### src/design/hpr2_pkg.sv
// Shared types and constants for the Hermitian packed rank-2 update core.
// No dependencies; used by every module of the core.
package hpr2_pkg;

    localparam int unsigned MAX_ORDER = 1024;

    localparam int unsigned POS_W   = 10;
    localparam int unsigned ORDER_W = 11;
    localparam int unsigned IDX_W   = 20;
    localparam int unsigned VEC_W   = 16;
    localparam int unsigned ELEM_W  = 32;
    localparam int unsigned ADDR_W  = 4;
    localparam int unsigned DATA_W  = 32;

    typedef enum logic [1:0] {
        REG_ALPHA_RE   = 2'd0,
        REG_ALPHA_IM   = 2'd1,
        REG_UPPER_MODE = 2'd2,
        REG_ORDER      = 2'd3
    } t_reg_sel;

    typedef struct packed {
        logic signed [VEC_W-1:0] alpha_re;
        logic signed [VEC_W-1:0] alpha_im;
        logic                    upper_mode;
        logic [ORDER_W-1:0]      order;
    } t_cfg;

    // Per-item control that follows the datapath
    typedef struct packed {
        logic             in_tri;
        logic             diag;
        logic [IDX_W-1:0] idx;
    } t_tag;

endpackage

### src/design/hpr2_index.sv
// Triangle test and packed index, one registered stage.
// Depends on hpr2_pkg.
module hpr2_index #(
    parameter int unsigned MAX_ORDER = hpr2_pkg::MAX_ORDER
) (
    input  logic                        i_clk,
    input  hpr2_pkg::t_cfg              i_cfg,
    input  logic [hpr2_pkg::POS_W-1:0]  i_col_pos,
    input  logic [hpr2_pkg::POS_W-1:0]  i_row_pos,
    output hpr2_pkg::t_tag              o_tag
);

    localparam int unsigned MB_W   = hpr2_pkg::ORDER_W + 2;
    localparam int unsigned PROD_W = hpr2_pkg::POS_W + MB_W;

    logic [hpr2_pkg::ORDER_W-1:0] w_n;
    logic                         w_in_tri;
    logic [hpr2_pkg::POS_W-1:0]   w_offset;
    logic [MB_W-1:0]              w_mul_b;
    logic [PROD_W-1:0]            w_prod;
    logic [PROD_W-2:0]            w_sum;
    hpr2_pkg::t_tag               r_tag;
    hpr2_pkg::t_tag               n_tag;

    always_comb begin
        w_n = (32'(i_cfg.order) > 32'(MAX_ORDER)) ? hpr2_pkg::ORDER_W'(MAX_ORDER)
                                                  : i_cfg.order;
        if (i_cfg.upper_mode) begin
            w_in_tri = (hpr2_pkg::ORDER_W'(i_row_pos) < w_n) && (i_col_pos <= i_row_pos);
            w_mul_b  = MB_W'(i_row_pos) + MB_W'(1);
            w_offset = i_col_pos;
        end else begin
            w_in_tri = (hpr2_pkg::ORDER_W'(i_col_pos) < w_n) && (i_row_pos <= i_col_pos);
            w_mul_b  = {1'b0, w_n, 1'b0} - MB_W'(i_row_pos) + MB_W'(1);
            w_offset = i_col_pos - i_row_pos;
        end
        w_prod = PROD_W'(i_row_pos) * PROD_W'(w_mul_b);
        w_sum  = w_prod[PROD_W-1:1] + (PROD_W-1)'(w_offset);

        n_tag.in_tri = w_in_tri;
        n_tag.diag   = (i_col_pos == i_row_pos);
        n_tag.idx    = w_in_tri ? w_sum[hpr2_pkg::IDX_W-1:0] : '0;
    end

    always_ff @(posedge i_clk) begin
        r_tag <= n_tag;
    end

    assign o_tag = r_tag;

endmodule

### config.mk
export PLATFORM = sky130hd
export DESIGN_NAME = hpr2_index
export DESIGN_NICKNAME = d
export VERILOG_FILES = /design/src/design/hpr2_pkg.sv /design/src/design/hpr2_index.sv
export SDC_FILE = /design/constraint.sdc
export NUM_CORES = 1
export LEC_CHECK = 0
export CAP_MARGIN = 20
export CORE_UTILIZATION = 31
export CTS_BUF_LIST = sky130_fd_sc_hd__clkbuf_8
export DETAILED_ROUTE_END_ITERATION = 6
export DONT_BUFFER_PORTS = 1
export PLACE_DENSITY = 0.54
export SLEW_MARGIN = 20
export SYNTH_ARGS = -nofsm -noshare
export SYNTH_HDL_FRONTEND = slang
export SYNTH_SLANG_ARGS = --single-unit
### constraint.sdc
create_clock -name i_clk -period 12.2 [get_ports i_clk]
set_clock_uncertainty 0.2 [all_clocks]
set_input_delay 1.22 -clock i_clk [delete_from_list [all_inputs] [get_ports i_clk]]
set_output_delay 1.22 -clock i_clk [all_outputs]
set_load 0.01 [all_outputs]
==> qor.yml, run 1 <==
clocking:
  clock_path_buffers: 2
  cts.clk_slew.worst_paths_ps: 90
  post_cts_resized: 0
  ctsHoldBuffers: 0
  cts_tree: "done"
  cts_max_level: 1
  cts_setup_buffers: 0
  cts-root-buf: "clkbuf_8"
  numCtsBuffers: 3
  cts.sinks: 22
worst_setup_path:
  cpMostUsedCell: "fa_1"
  endpoint: "o_tag[19]$_SDFF_PN0_"
  crit_type: "in -> reg"
  slowest_stage: "a21oi_1"
  crit_fanout: 15
  start_kind: "primary input"
  crit_start: "i_cfg[10]"
  crit_path_end_kind: "flop"
  cp.arrival_ps: 9290
  cpPeakStageDelay_ps: 770
  cp_data_required_time_ps: 12210
run:
  cap_violations: 0
floorplan:
  initial_core_util_pct: 31.73
  pin_count: 87
  die_h_um: 151.7
  die_area_mm2: 0.02301
  num_rows: 54
  die_w_um: 151.7
  core_area_mm2: 0.02189
synthesis:
  yosysMostFrequentCell: "inv_1"
  synth_warnings: 0
  synthTopCellsByArea: "fa_1, ha_1, inv_1"
  synth_nets: 1105
  synthFlopType: "dfxtp_1"
  synth_cell_types: 57
  syn_area_mm2: 0.006945
  synth.avg_cell_area_um2: 8.219
  synth_edf_count: 0
  syn_inst: 845
  synth_top_area_share_pct: 25.36
  async_flop_share_pct: 0
  yosysTopAreaCell: "fa_1"
  synth_commonest_cells: "inv_1, ha_1, nand2_1, fa_1, nor2_1"
  synth_seq_cells: 22
  ys_seq_area_share_pct: 6.341
detailed_routing:
  drtIter0Drc: 183
  wl_um: 16600
  first_pass_iters: 4
  vias_per_cell: 4.953
  drt.antenna.violating_nets: 0
  vias: 5468
  wl_per_cell_um: 15.04
  post-route-drc-count: 0
timing:
  max_freq_mhz: 107.8
  timing.final.crit_share_pct: 76.06
  setup_viol: 0
  slew_headroom_pct: 32.66
  hold_violations: 0
  layout_setup_ws_ps: 2921
  finalCriticalPeriod_ps: 9279
  grt_setup_unrepaired: "no"
  worst_slew_pin_slew_ps: 1010
  finalSetupTns_ps: 0
  slew_viol_final: 0
place:
  place_ws_ps: 2649
  dp_hpwl_um: 13860
  port_buffers: 0
  place.gp.congestion: 0.8273
  dp_cells: 1100
finish:
  diodes: 0
  syn_to_final_growth_pct: 4.756
  largest_reg_flops: 22
  drive_above_1_share_pct: 2.549
  n_fill_cell: 2378
  final_util_pct: 33.24
  fin_cells: 1104
  fin_nets: 1085
global_route:
  grt_pass1_vias: 5626
  track_usage_pct: 15.62
  grt_max_degree: 47
  grt_pass1_wl_um: 28260
  grt_remaining_overflow: 0
  antenna_found_initial: 0
worst_hold_path:
  hp-class: "in -> reg"
outcome:
  outcome: "finished clean"
## layer usage
metal	global-route usage, %	wire length (um)	part of all wire, %	vias up
met2	29.39	8471	51	78
met1	19.75	7453	45	2669
met5	0	0	0	-
met4	1.980	136	0.82	0
li1	-	-	-	2714
met3	1.108	539	3.2	7
## cells by family after synthesis
family	share of synthesized area, %
fa+ha+maj	44.64
mux	0.6125
buf+inv	8.017
xor+xnor	7.098
flops	6.341
compound gates	12.34
simple gates	20.95
## cell type report
| type | instances | area [um^2] | area share (%) |
|---|---|---|---|
| multi-input combinational | 676 | 5952 | 81.81 |
| clock buffer | 3 | 41.29 | 0.5675 |
| timing repair buffer | 1 | 7.507 | 0.1032 |
| inverter | 121 | 454.2 | 6.242 |
| clock inverter | 1 | 30.03 | 0.4127 |
| sequential | 22 | 440.4 | 6.053 |
| tap | 280 | 350.3 | 4.815 |
## worst min path at each step
| stage | start | to | cells past startpoint |
|---|---|---|---|
| 6_report | i_col_pos[0] | o_tag[0]$_SDFF_PN0_ | 5 |
| 2_1_floorplan | o_tag[0]$_SDFF_PN0_ | o_tag[0] | 0 |
| 3_5_place_dp | o_tag[1]$_SDFF_PN0_ | o_tag[1] | 0 |
| 4_1_cts | i_col_pos[0] | o_tag[0]$_SDFF_PN0_ | 5 |
| 5_1_grt | i_row_pos[9] | o_tag[19]$_SDFF_PN0_ | 3 |
| 3_3_place_gp | o_tag[1]$_SDFF_PN0_ | o_tag[1] | 0 |
## cells in the final DEF (no fill, tap or decap), types with 3 or more instances in the layout
| cell type | Yosys | routed |
|---|---|---|
| inv_1 | 121 | 121 |
| xor2_1 | 15 | 15 |
| a21o_1 | 14 | 14 |
| nor3_1 | 22 | 22 |
| fa_1 | 88 | 88 |
| o21ai_0 | 27 | 27 |
| nor2b_1 | 6 | 6 |
| xnor2_1 | 35 | 35 |
| nor2_1 | 63 | 63 |
| and2_1 | 54 | 54 |
| a21oi_1 | 37 | 37 |
| o31ai_1 | 6 | 6 |
| nand4_1 | 8 | 8 |
| o21bai_1 | 4 | 4 |
| clkbuf_8 | 0 | 3 |
| o21a_1 | 7 | 7 |
| nand3_1 | 11 | 11 |
| o211ai_1 | 3 | 3 |
| ha_1 | 107 | 107 |
| nor4_1 | 5 | 5 |
| dfxtp_1 | 22 | 22 |
| nand2b_1 | 16 | 16 |
| or3_1 | 7 | 7 |
| nand2_1 | 93 | 93 |
| a211oi_1 | 8 | 8 |
| a21boi_0 | 4 | 4 |
## metrics by stage
step                      cell area [um^2]  hold WS (ps)
final                                 7276          1151
after global routing                  7276          1176
after floorplan                       6945          1324
after detailed placement              7204          1325
after CTS                             7276          1142
after global placement                7204          1325
## worst max-delay path, delay by kind of cell
kind,cells,cell delay [ps]
compound gates,7,2050
xor+xnor,3,580
fa+ha+maj,10,4180
buf+inv,4,210
simple gates,8,1070
Power of run 1 is not shown: default switching activity piles up to over one toggle a cycle in this logic, so the estimate is an artifact.
==> run 2, diff against run 1 <==
--- a/config.mk
+++ b/config.mk
@@ -10,7 +10,7 @@
 export CTS_BUF_LIST = sky130_fd_sc_hd__clkbuf_8
 export DETAILED_ROUTE_END_ITERATION = 6
 export DONT_BUFFER_PORTS = 1
-export PLACE_DENSITY = 0.54
+export PLACE_DENSITY = 0.55
 export SLEW_MARGIN = 20
 export SYNTH_ARGS = -nofsm -noshare
 export SYNTH_HDL_FRONTEND = slang
==> constraint.sdc (replaced) <==
create_clock -name i_clk -period 8.5 [get_ports i_clk]
set_clock_uncertainty 0.2 [all_clocks]
set_input_delay 0.85 -clock i_clk [delete_from_list [all_inputs] [get_ports i_clk]]
set_output_delay 0.85 -clock i_clk [all_outputs]
set_load 0.01 [all_outputs]
==> qor.yml, run 2 (same netlist as run 1, synthesis figures left out) <==
outcome:
  outcome: "finished clean"
floorplan:
  core_area_mm2: 0.02189
  pin_count: 87
  initial_core_util_pct: 31.73
  die_w_um: 151.7
  die_area_mm2: 0.02301
  num_rows: 54
  die_h_um: 151.7
timing:
  finalCriticalPeriod_ps: 8085
  setup_viol: 0
  timing.final.crit_share_pct: 95.11
  hold_violations: 0
  timing.hold.ws_ps: 740.8
  layout_setup_ws_ps: 415.4
  slew_headroom_pct: 37.16
  slew_viol_final: 0
  max_freq_mhz: 123.7
  worst_slew_pin_slew_ps: 942.5
worst_setup_path:
  cp_data_required_time_ps: 8500
  path_delay_family: "adder cells"
  crit_type: "in -> reg"
  crit_path_end_kind: "flop"
  cpPeakStageDelay_ps: 540
  start_kind: "primary input"
  slowest_stage: "fa_1"
  cpMostUsedCell: "fa_1"
  critPathBufInv: 5
  cp.arrival_ps: 8090
  crit_fanout: 15
clocking:
  cts-root-buf: "clkbuf_8"
  clock_path_buffers: 2
  cts.clk_slew.worst_paths_ps: 90
  cts.sinks: 22
  numCtsBuffers: 3
  cts_tree: "done"
  cts_max_level: 1
worst_hold_path:
  min_path_cells: 3
  hold_end: "o_tag[19]$_SDFF_PN0_"
  hp-class: "in -> reg"
  hp-start: "i_row_pos[9]"
detailed_routing:
  drtIter0Drc: 198
  drt.antenna.violating_nets: 0
  vias_per_cell: 4.874
  post-route-drc-count: 0
  vias: 5654
  first_pass_iters: 4
  wl_per_cell_um: 14.37
  wl_um: 16670
global_route:
  grt_pass1_wl_um: 29020
  grt_remaining_overflow: 0
  track_usage_pct: 16.01
  antenna_found_initial: 0
  grt_max_degree: 47
  grt_pass1_vias: 5920
place:
  dpl_cell_area_mm2: 0.007602
  dp_hpwl_um: 14220
  place_ws_ps: -3.825
  dp_cells: 1153
  port_buffers: 0
  place.gp.congestion: 0.8222
finish:
  final_area_mm2: 0.007717
  largest_reg_flops: 22
  diodes: 0
  fin_cells: 1160
  n_fill_cell: 2332
  final_cell_mix: "inv_1, ha_1, nand2_1"
  fin_nets: 1141
  syn_to_final_growth_pct: 11.12
  drive_above_1_share_pct: 9.432
  final_common_cell: "inv_1"
run:
  cap_violations: 0
-- run 2: cell count changes in the layout (fill, tap and decap cells not counted), sizes merged --
cell / delta
buf: +56
-- run 2: through the flow --
step	TNS (ps)	util, %
floorplan	0	-
global placement	0	34.73
detailed placement	-3.825	34.73
CTS	0	35.05
global route	-7.740	35.25
finish	0	35.25
-- run 2: worst max path at each step --
stage,cells past startpoint,startpoint,end,slack (ps)
floorplan,30,i_row_pos[2],o_tag[19]$_SDFF_PN0_,6
global placement,31,i_cfg[10],o_tag[19]$_SDFF_PN0_,90
detailed placement,31,i_cfg[10],o_tag[19]$_SDFF_PN0_,-4
CTS,31,i_cfg[10],o_tag[19]$_SDFF_PN0_,260
global route,35,i_cfg[10],o_tag[17]$_SDFF_PN0_,-8
finish,31,i_cfg[10],o_tag[19]$_SDFF_PN0_,420
-- run 2: layer usage --
layer  track usage (%)  up-vias  part of all wire, %
met4             3.614        0                  2.1
met2             29.30       58                   50
met1             20.38     2758                   46
met3             1.078       15                  2.6
met5                 0        -                    0
li1                  -     2823                    -
-- run 2: layout make-up --
class,count,area (um^2),area share [%]
clock buffers,3,41.29,0.5350
clock inverters,1,30.03,0.3891
inverters,121,454.2,5.885
multi-input cells,676,5973,77.40
flip-flops and latches,22,440.4,5.707
well taps,280,350.3,4.540
repair buffers,57,427.9,5.545
-- run 2: repair_timing --
item / CTS / global route
hold buffers: 0 / 0
hold endpoints to repair: 0 / 0
setup endpoints to repair: 0 / 5
resized for setup: 0 / 7
setup buffers: 0 / 3
Power of run 2 is left out for the same reason.
