<file path="src/design/hpr2_pkg.sv">
// Shared types and constants for the Hermitian packed rank-2 update core.
// No dependencies; used by every module of the core.
package hpr2_pkg;

    localparam int unsigned MAX_ORDER = 1024;

    localparam int unsigned POS_W   = 10;
    localparam int unsigned ORDER_W = 11;
    localparam int unsigned IDX_W   = 20;
    localparam int unsigned VEC_W   = 16;
    localparam int unsigned ELEM_W  = 32;
    localparam int unsigned ADDR_W  = 4;
    localparam int unsigned DATA_W  = 32;

    typedef enum logic [1:0] {
        REG_ALPHA_RE   = 2'd0,
        REG_ALPHA_IM   = 2'd1,
        REG_UPPER_MODE = 2'd2,
        REG_ORDER      = 2'd3
    } t_reg_sel;

    typedef struct packed {
        logic signed [VEC_W-1:0] alpha_re;
        logic signed [VEC_W-1:0] alpha_im;
        logic                    upper_mode;
        logic [ORDER_W-1:0]      order;
    } t_cfg;

    // Per-item control that follows the datapath
    typedef struct packed {
        logic             in_tri;
        logic             diag;
        logic [IDX_W-1:0] idx;
    } t_tag;

endpackage

</file>
<file path="src/design/hpr2_regs.sv">
// APB configuration registers: alpha, triangle mode and matrix order.
// Depends on hpr2_pkg.
module hpr2_regs (
    input  logic                         i_clk,
    input  logic                         i_rst_n,
    input  logic                         psel,
    input  logic                         penable,
    input  logic                         pwrite,
    input  logic [hpr2_pkg::ADDR_W-1:0]  paddr,
    input  logic [hpr2_pkg::DATA_W-1:0]  pwdata,
    output logic [hpr2_pkg::DATA_W-1:0]  prdata,
    output logic                         pready,
    output hpr2_pkg::t_cfg               o_cfg
);

    hpr2_pkg::t_cfg   r_cfg;
    hpr2_pkg::t_cfg   n_cfg;
    hpr2_pkg::t_reg_sel w_sel;
    logic             w_wr;

    assign pready = 1'b1;
    assign w_sel  = hpr2_pkg::t_reg_sel'(paddr[3:2]);
    assign w_wr   = psel && penable && pwrite && pready;

    always_comb begin
        n_cfg = r_cfg;
        if (w_wr) begin
            case (w_sel)
                hpr2_pkg::REG_ALPHA_RE:   n_cfg.alpha_re   = pwdata[hpr2_pkg::VEC_W-1:0];
                hpr2_pkg::REG_ALPHA_IM:   n_cfg.alpha_im   = pwdata[hpr2_pkg::VEC_W-1:0];
                hpr2_pkg::REG_UPPER_MODE: n_cfg.upper_mode = pwdata[0];
                hpr2_pkg::REG_ORDER:      n_cfg.order      = pwdata[hpr2_pkg::ORDER_W-1:0];
                default:                  n_cfg            = r_cfg;
            endcase
        end
    end

    always_ff @(posedge i_clk) begin
        if (!i_rst_n) begin
            r_cfg.alpha_re   <= '0;
            r_cfg.alpha_im   <= '0;
            r_cfg.upper_mode <= 1'b1;
            r_cfg.order      <= '0;
        end else begin
            r_cfg <= n_cfg;
        end
    end

    always_comb begin
        case (w_sel)
            hpr2_pkg::REG_ALPHA_RE:   prdata = hpr2_pkg::DATA_W'(r_cfg.alpha_re);
            hpr2_pkg::REG_ALPHA_IM:   prdata = hpr2_pkg::DATA_W'(r_cfg.alpha_im);
            hpr2_pkg::REG_UPPER_MODE: prdata = hpr2_pkg::DATA_W'(r_cfg.upper_mode);
            hpr2_pkg::REG_ORDER:      prdata = hpr2_pkg::DATA_W'(r_cfg.order);
            default:                  prdata = '0;
        endcase
    end

    assign o_cfg = r_cfg;

endmodule

</file>
<file path="config.mk">
export PLATFORM = sky130hd
export DESIGN_NAME = hpr2_regs
export DESIGN_NICKNAME = d
export VERILOG_FILES = /design/src/design/hpr2_pkg.sv /design/src/design/hpr2_regs.sv
export SDC_FILE = /design/constraint.sdc
export NUM_CORES = 1
export LEC_CHECK = 0
export BUFFER_PORTS_ARGS = -buffer_cell sky130_fd_sc_hd__buf_2
export CORE_MARGIN = 5
export CORE_UTILIZATION = 41
export CTS_BUF_LIST = sky130_fd_sc_hd__clkbuf_8
export DETAILED_ROUTE_END_ITERATION = 7
export MAX_ROUTING_LAYER = met4
export PLACE_DENSITY = 0.87
export SKIP_LAST_GASP = 1
export SYNTH_ARGS = -nofsm -noshare
export SYNTH_HDL_FRONTEND = slang
export SYNTH_SLANG_ARGS = --single-unit
</file>
<file path="constraint.sdc">
create_clock -name i_clk -period 2.15 [get_ports i_clk]
set_clock_uncertainty 0.05 [all_clocks]
set_input_delay 0.43 -clock i_clk [delete_from_list [all_inputs] [get_ports i_clk]]
set_output_delay 0.43 -clock i_clk [all_outputs]
set_load 0.05 [all_outputs]
</file>
==> results.yml, run 1 <==
status:
  status: "finished, final reports clean"
synth:
  synth_xor_area_share_pct: 0
  synth_cell_types: 19
  yosysSeqAreaShare_pct: 41.73
  synthCells: 231
  syn_nets: 272
  synthSimpleGateAreaFrac_pct: 15.47
  synth-seq-cells: 44
  synth_area_per_cell_um2: 9.138
  synth_top_family_by_area: "multiplexers"
  synth_compound_area_share_pct: 3.023
  syn_area_um2: 2111
  muxShareOfSynthArea_pct: 28.57
  yosys.area_share.adder_pct: 0
  yosys_warnings: 0
critical_path:
  cp_slowest_cell: "buf_2"
  crit_chain: "buf_2, and2_1, buf_4, nand2_1, o21ai_1, buf_2"
  crit_required_ns: 1.67
  reg2reg_from: "o_cfg[11]"
  end_kind: "output pin"
  ff2ff_path_depth: 2
  worstPathMaxFanout: 10
  cp-startpoint: "paddr[2]"
  regToRegSetupSlack_ns: 1.44
  path_common_cell: "buf_2"
  worstPathArrival_ns: 1.44
  worst-setup-path-type: "primary input to output pin"
  r2r_end: "o_cfg[11]"
  startpoint_type: "primary input"
  worst_path_largest_cell_delay_ns: 0.28
detailed_routing:
  vias: 1808
  wl_per_cell_um: 13.47
  post-route-drc-count: 0
  first_pass_iters: 5
  dr.first_iter.drc_count: 49
  drt_wl_total_um: 5185
  detail_route.vias_per_cell: 4.696
  ant_nets: 0
min_path:
  min-delay-start: "pwdata[14]"
  min_path_cells: 3
  hold_class: "primary input to register"
  min_to: "o_cfg[26]"
global_route:
  grt_max_degree: 41
  track_usage_pct: 15.93
  antenna_found_initial: 0
  grt_pass1_vias: 1624
  grt_overflow: 0
  grt_pass1_wl_um: 7866
sta:
  finalCriticalPeriod_ns: 1.916
  setup_ws_ns: 0.2336
  drv_slew: 0
  setup_tns_ns: 0
  finalCritPeriodShare_pct: 89.13
  rsz0062_at_grt: "no"
  hold_viol: 0
  max_freq_mhz: 521.8
  setup_violations: 0
  finalHoldWorstSlack_ns: 0.3557
power_and_ir_drop:
  p_clk_share_pct: 39.5
  power_frac_seq_pct: 48.5
  irDropWorstVdd_uv: 411.0
  combPwrFrac_pct: 12.1
  intPower_mw: 1.299
  switching_share_pct: 24.38
  power_density_nw_per_um2: 633.6
  p_sw_mw: 0.4189
  p_leak_nw: 1.407
cts:
  cts_setup_buffers: 0
  root_buffer: "clkbuf_8"
  hold_buffers: 0
  cts_made_buffers: 5
  cts_max_level: 2
  path_clk_slew_ns: 0.08
  clock_latency_ns: 0.29
  numClockSinks: 44
  cts_resized: 0
  clockBufferDepth: 2
  cts_tree: "done"
finish:
  largest_reg_flops: 44
  final_common_cell: "buf_2"
  final_nets: 355
  antenna_cells: 0
  final_cell_mix: "buf_2 (98), nand2_1 (70), mux2i_1 (57)"
  layout-drive-gt1-share_pct: 38.73
  final_core_util_pct: 53.77
  instances_no_fill: 385
  syn_to_final_growth_pct: 28.45
placement:
  io_buffers: 98
  gp_congestion: 0.7214
  hpwl_um: 3974
  place_ws_ns: 0.2258
  dpl.cell_count: 377
run:
  drv_cap: 0
floorplanning:
  dieArea_um2: 6683
  fp.dieW_um: 81.75
  rows: 26
  start_util_pct: 41.86
  ios: 118
  coreArea_um2: 5042
  die_h_um: 81.75
[cells by family (layout without fill, tap and decap cells)]
logic type      after synthesis  in the layout
mux                          59             59
buf+inv                      34            118
simple gates                 81             81
compound gates               12             12
other cells                   1              1
flops                        44             44
[power by group through the flow]
stage	sequential, mW	combinational [mW]	clock [mW]
after floorplan	0.889	0.115	0
after global placement	0.851	0.206	0
after detailed placement	0.852	0.209	0
after CTS	0.833	0.209	0.697
after global routing	0.834	0.222	0.740
final	0.833	0.207	0.678
[how the worst max path moves through the flow]
| stage | end | cells past startpoint |
|---|---|---|
| final | prdata[8] | 6 |
| after global routing | prdata[9] | 6 |
| after CTS | prdata[7] | 6 |
| after detailed placement | prdata[4] | 5 |
| after global placement | prdata[5] | 6 |
| after floorplan | prdata[16] | 5 |
[layer usage]
layer / GRT usage [%] / up-vias / routed length (um)
met5: - / - / 0
met4: 5.482 / 0 / 62
met3: 3.838 / 7 / 380
met2: 25.85 / 59 / 2551
met1: 19.34 / 831 / 2190
li1: - / 911 / -
[per-stage QoR]
step / power, mW / instance area [um^2]
after global placement: 1.057 / 2585
after detailed placement: 1.061 / 2585
after floorplan: 1.004 / 2192
after CTS: 1.739 / 2711
final: 1.718 / 2711
after global routing: 1.797 / 2711
[Yosys cell counts]
| cell type | number | share of area [%] |
|---|---|---|
| mux4_2 | 1 | 1.1 |
| or3b_1 | 1 | 0.42 |
| o311ai_0 | 1 | 0.42 |
| o21ai_0 | 11 | 2.6 |
| nand3_2 | 1 | 0.47 |
| nor2_1 | 6 | 1.1 |
| nor3_2 | 1 | 0.47 |
| inv_1 | 1 | 0.18 |
| buf_12 | 1 | 0.95 |
| conb_1 | 1 | 0.18 |
| mux2i_1 | 58 | 28 |
| nand2b_1 | 1 | 0.30 |
| clkbuf_1 | 9 | 1.6 |
| and2_1 | 1 | 0.30 |
| buf_4 | 19 | 6.8 |
| buf_6 | 2 | 1.1 |
| nand2_1 | 70 | 12 |
| dfxtp_1 | 44 | 42 |
| buf_2 | 2 | 0.47 |
[critical path, delay by kind of cell]
family / cells / cell delay, ns
AND/OR/NAND/NOR: 2 / 0.23
buffers and inverters: 3 / 0.69
AO/OA/AOI/OAI: 1 / 0.08
[layout make-up]
| class | count | area, um^2 |
|---|---|---|
| clock inverter | 1 | 30.03 |
| tap | 70 | 87.58 |
| multi-input combinational | 153 | 1015 |
| fill | 472 | 2331 |
| sequential | 44 | 880.8 |
| clock buffer | 7 | 96.34 |
| timing repair buffer | 109 | 598.1 |
| inverter | 1 | 3.754 |
(Power assumes the default switching activity.)
==> inputs of run 2 (changes only) <==
Settings changed: PLACE_DENSITY 0.87 to 0.76.
==> results.yml, run 2 (same netlist as run 1, synthesis figures left out) <==
sta:
  finalHoldWorstSlack_ns: 0.3578
  drv_slew: 0
  setup_tns_ns: 0
  finalCritPeriodShare_pct: 90.58
  rsz0062_at_grt: "no"
  max_freq_mhz: 513.5
  hold_viol: 0
  setup_violations: 0
  finalCriticalPeriod_ns: 1.947
  setup_ws_ns: 0.2026
power_and_ir_drop:
  intPower_mw: 1.232
  switching_share_pct: 25.98
  p_sw_mw: 0.4324
  irDropWorstVdd_uv: 421.5
  p_leak_nw: 1.408
  combPwrFrac_pct: 12.8
  p_clk_share_pct: 37.2
  power_frac_seq_pct: 50.0
  power_density_nw_per_um2: 613.7
critical_path:
  crit_required_ns: 1.67
  worstPathArrival_ns: 1.47
  path_common_cell: "buf_2"
  worst-setup-path-type: "primary input to output pin"
  cp_slowest_cell: "and2_1"
  worst_path_largest_cell_delay_ns: 0.29
  crit_chain: "buf_2, and2_1, buf_12, nand2_1, o21ai_1, buf_2"
  cp-startpoint: "paddr[2]"
  end_kind: "output pin"
  reg2reg_from: "o_cfg[11]"
  crit_family: "buffers and inverters"
  startpoint_type: "primary input"
  worst-path-buf-inv: 3
  worstPathMaxFanout: 7
global_route:
  antenna_found_initial: 0
  grt_pass1_vias: 1683
  grt_pass1_wl_um: 8155
  track_usage_pct: 16.44
  grt_overflow: 0
  grt_max_degree: 61
cts:
  clock_latency_ns: 0.29
  numClockSinks: 44
  path_clk_slew_ns: 0.08
  cts_setup_buffers: 0
  hold_buffers: 0
  cts_max_level: 2
  clockBufferDepth: 2
  cts_made_buffers: 5
  root_buffer: "clkbuf_8"
  cts_resized: 0
  cts_tree: "done"
finish:
  layout-drive-gt1-share_pct: 38.61
  final_cell_mix: "buf_2 (98), nand2_1 (70), mux2i_1 (57)"
  largest_reg_flops: 44
  syn_to_final_growth_pct: 28.51
  finalInstanceArea_um2: 2713
  final_common_cell: "buf_2"
  final_nets: 356
  antenna_cells: 0
placement:
  gp_congestion: 0.7252
  place_ws_ns: 0.1890
  io_buffers: 98
  place_area_um2: 2605
  hpwl_um: 3946
min_path:
  hold_class: "primary input to register"
  min-delay-start: "pwdata[15]"
floorplanning:
  die_h_um: 81.75
  start_util_pct: 41.86
  fp.dieW_um: 81.75
  dieArea_um2: 6683
  ios: 118
  coreArea_um2: 5042
  rows: 26
detailed_routing:
  post-route-drc-count: 0
  drt_wl_total_um: 5354
  first_pass_iters: 4
  wl_per_cell_um: 13.87
  dr.first_iter.drc_count: 68
  detail_route.vias_per_cell: 4.821
  ant_nets: 0
  vias: 1861
status:
  status: "finished, final reports clean"
run:
  drv_cap: 0
-- run 2: through the flow --
step	utilization, %	instances	power (mW)
2_1_floorplan	-	231	1.004
3_3_place_gp	51.66	378	1.063
3_5_place_dp	51.66	378	1.066
4_1_cts	53.80	386	1.679
5_1_grt	53.80	386	1.730
6_report	53.80	386	1.665
-- run 2: power groups by stage --
stage | combinational [mW] | clock, mW | sequential (mW)
6_report | 0.212 | 0.619 | 0.833
3_3_place_gp | 0.211 | 0 | 0.851
5_1_grt | 0.227 | 0.668 | 0.835
4_1_cts | 0.214 | 0.631 | 0.833
3_5_place_dp | 0.214 | 0 | 0.852
2_1_floorplan | 0.115 | 0 | 0.889
-- run 2: metal layers --
layer  wire [um]  up-vias  track usage, %
li1            -      913               -
met1        2257      872           20.66
met5           0        -               -
met4          31        0           4.485
met3         463        4           4.605
met2        2602       72           25.93
-- run 2: worst paths after layout --
check | end | slack [ns] | depth (start not counted)
min reg2reg | o_cfg[32] | 0.42 | 2
max | prdata[4] | 0.20 | 6
max reg2reg | o_cfg[11] | 1.41 | 2
min | o_cfg[27] | 0.36 | 3
-- run 2: layout make-up --
class	instances	area, um^2
clock buffers	5	68.82
clock inverters	3	38.79
fillers	470	2330
inverters	1	3.754
multi-input cells	153	1015
flip-flops and latches	44	880.8
well taps	70	87.58
repair buffers	110	618.1
-- run 2: tightest hold or removal path, cell delays in order --
cell	delay (ns)
buf_2	0.10
nand2_1	0.06
mux2i_1	0.06
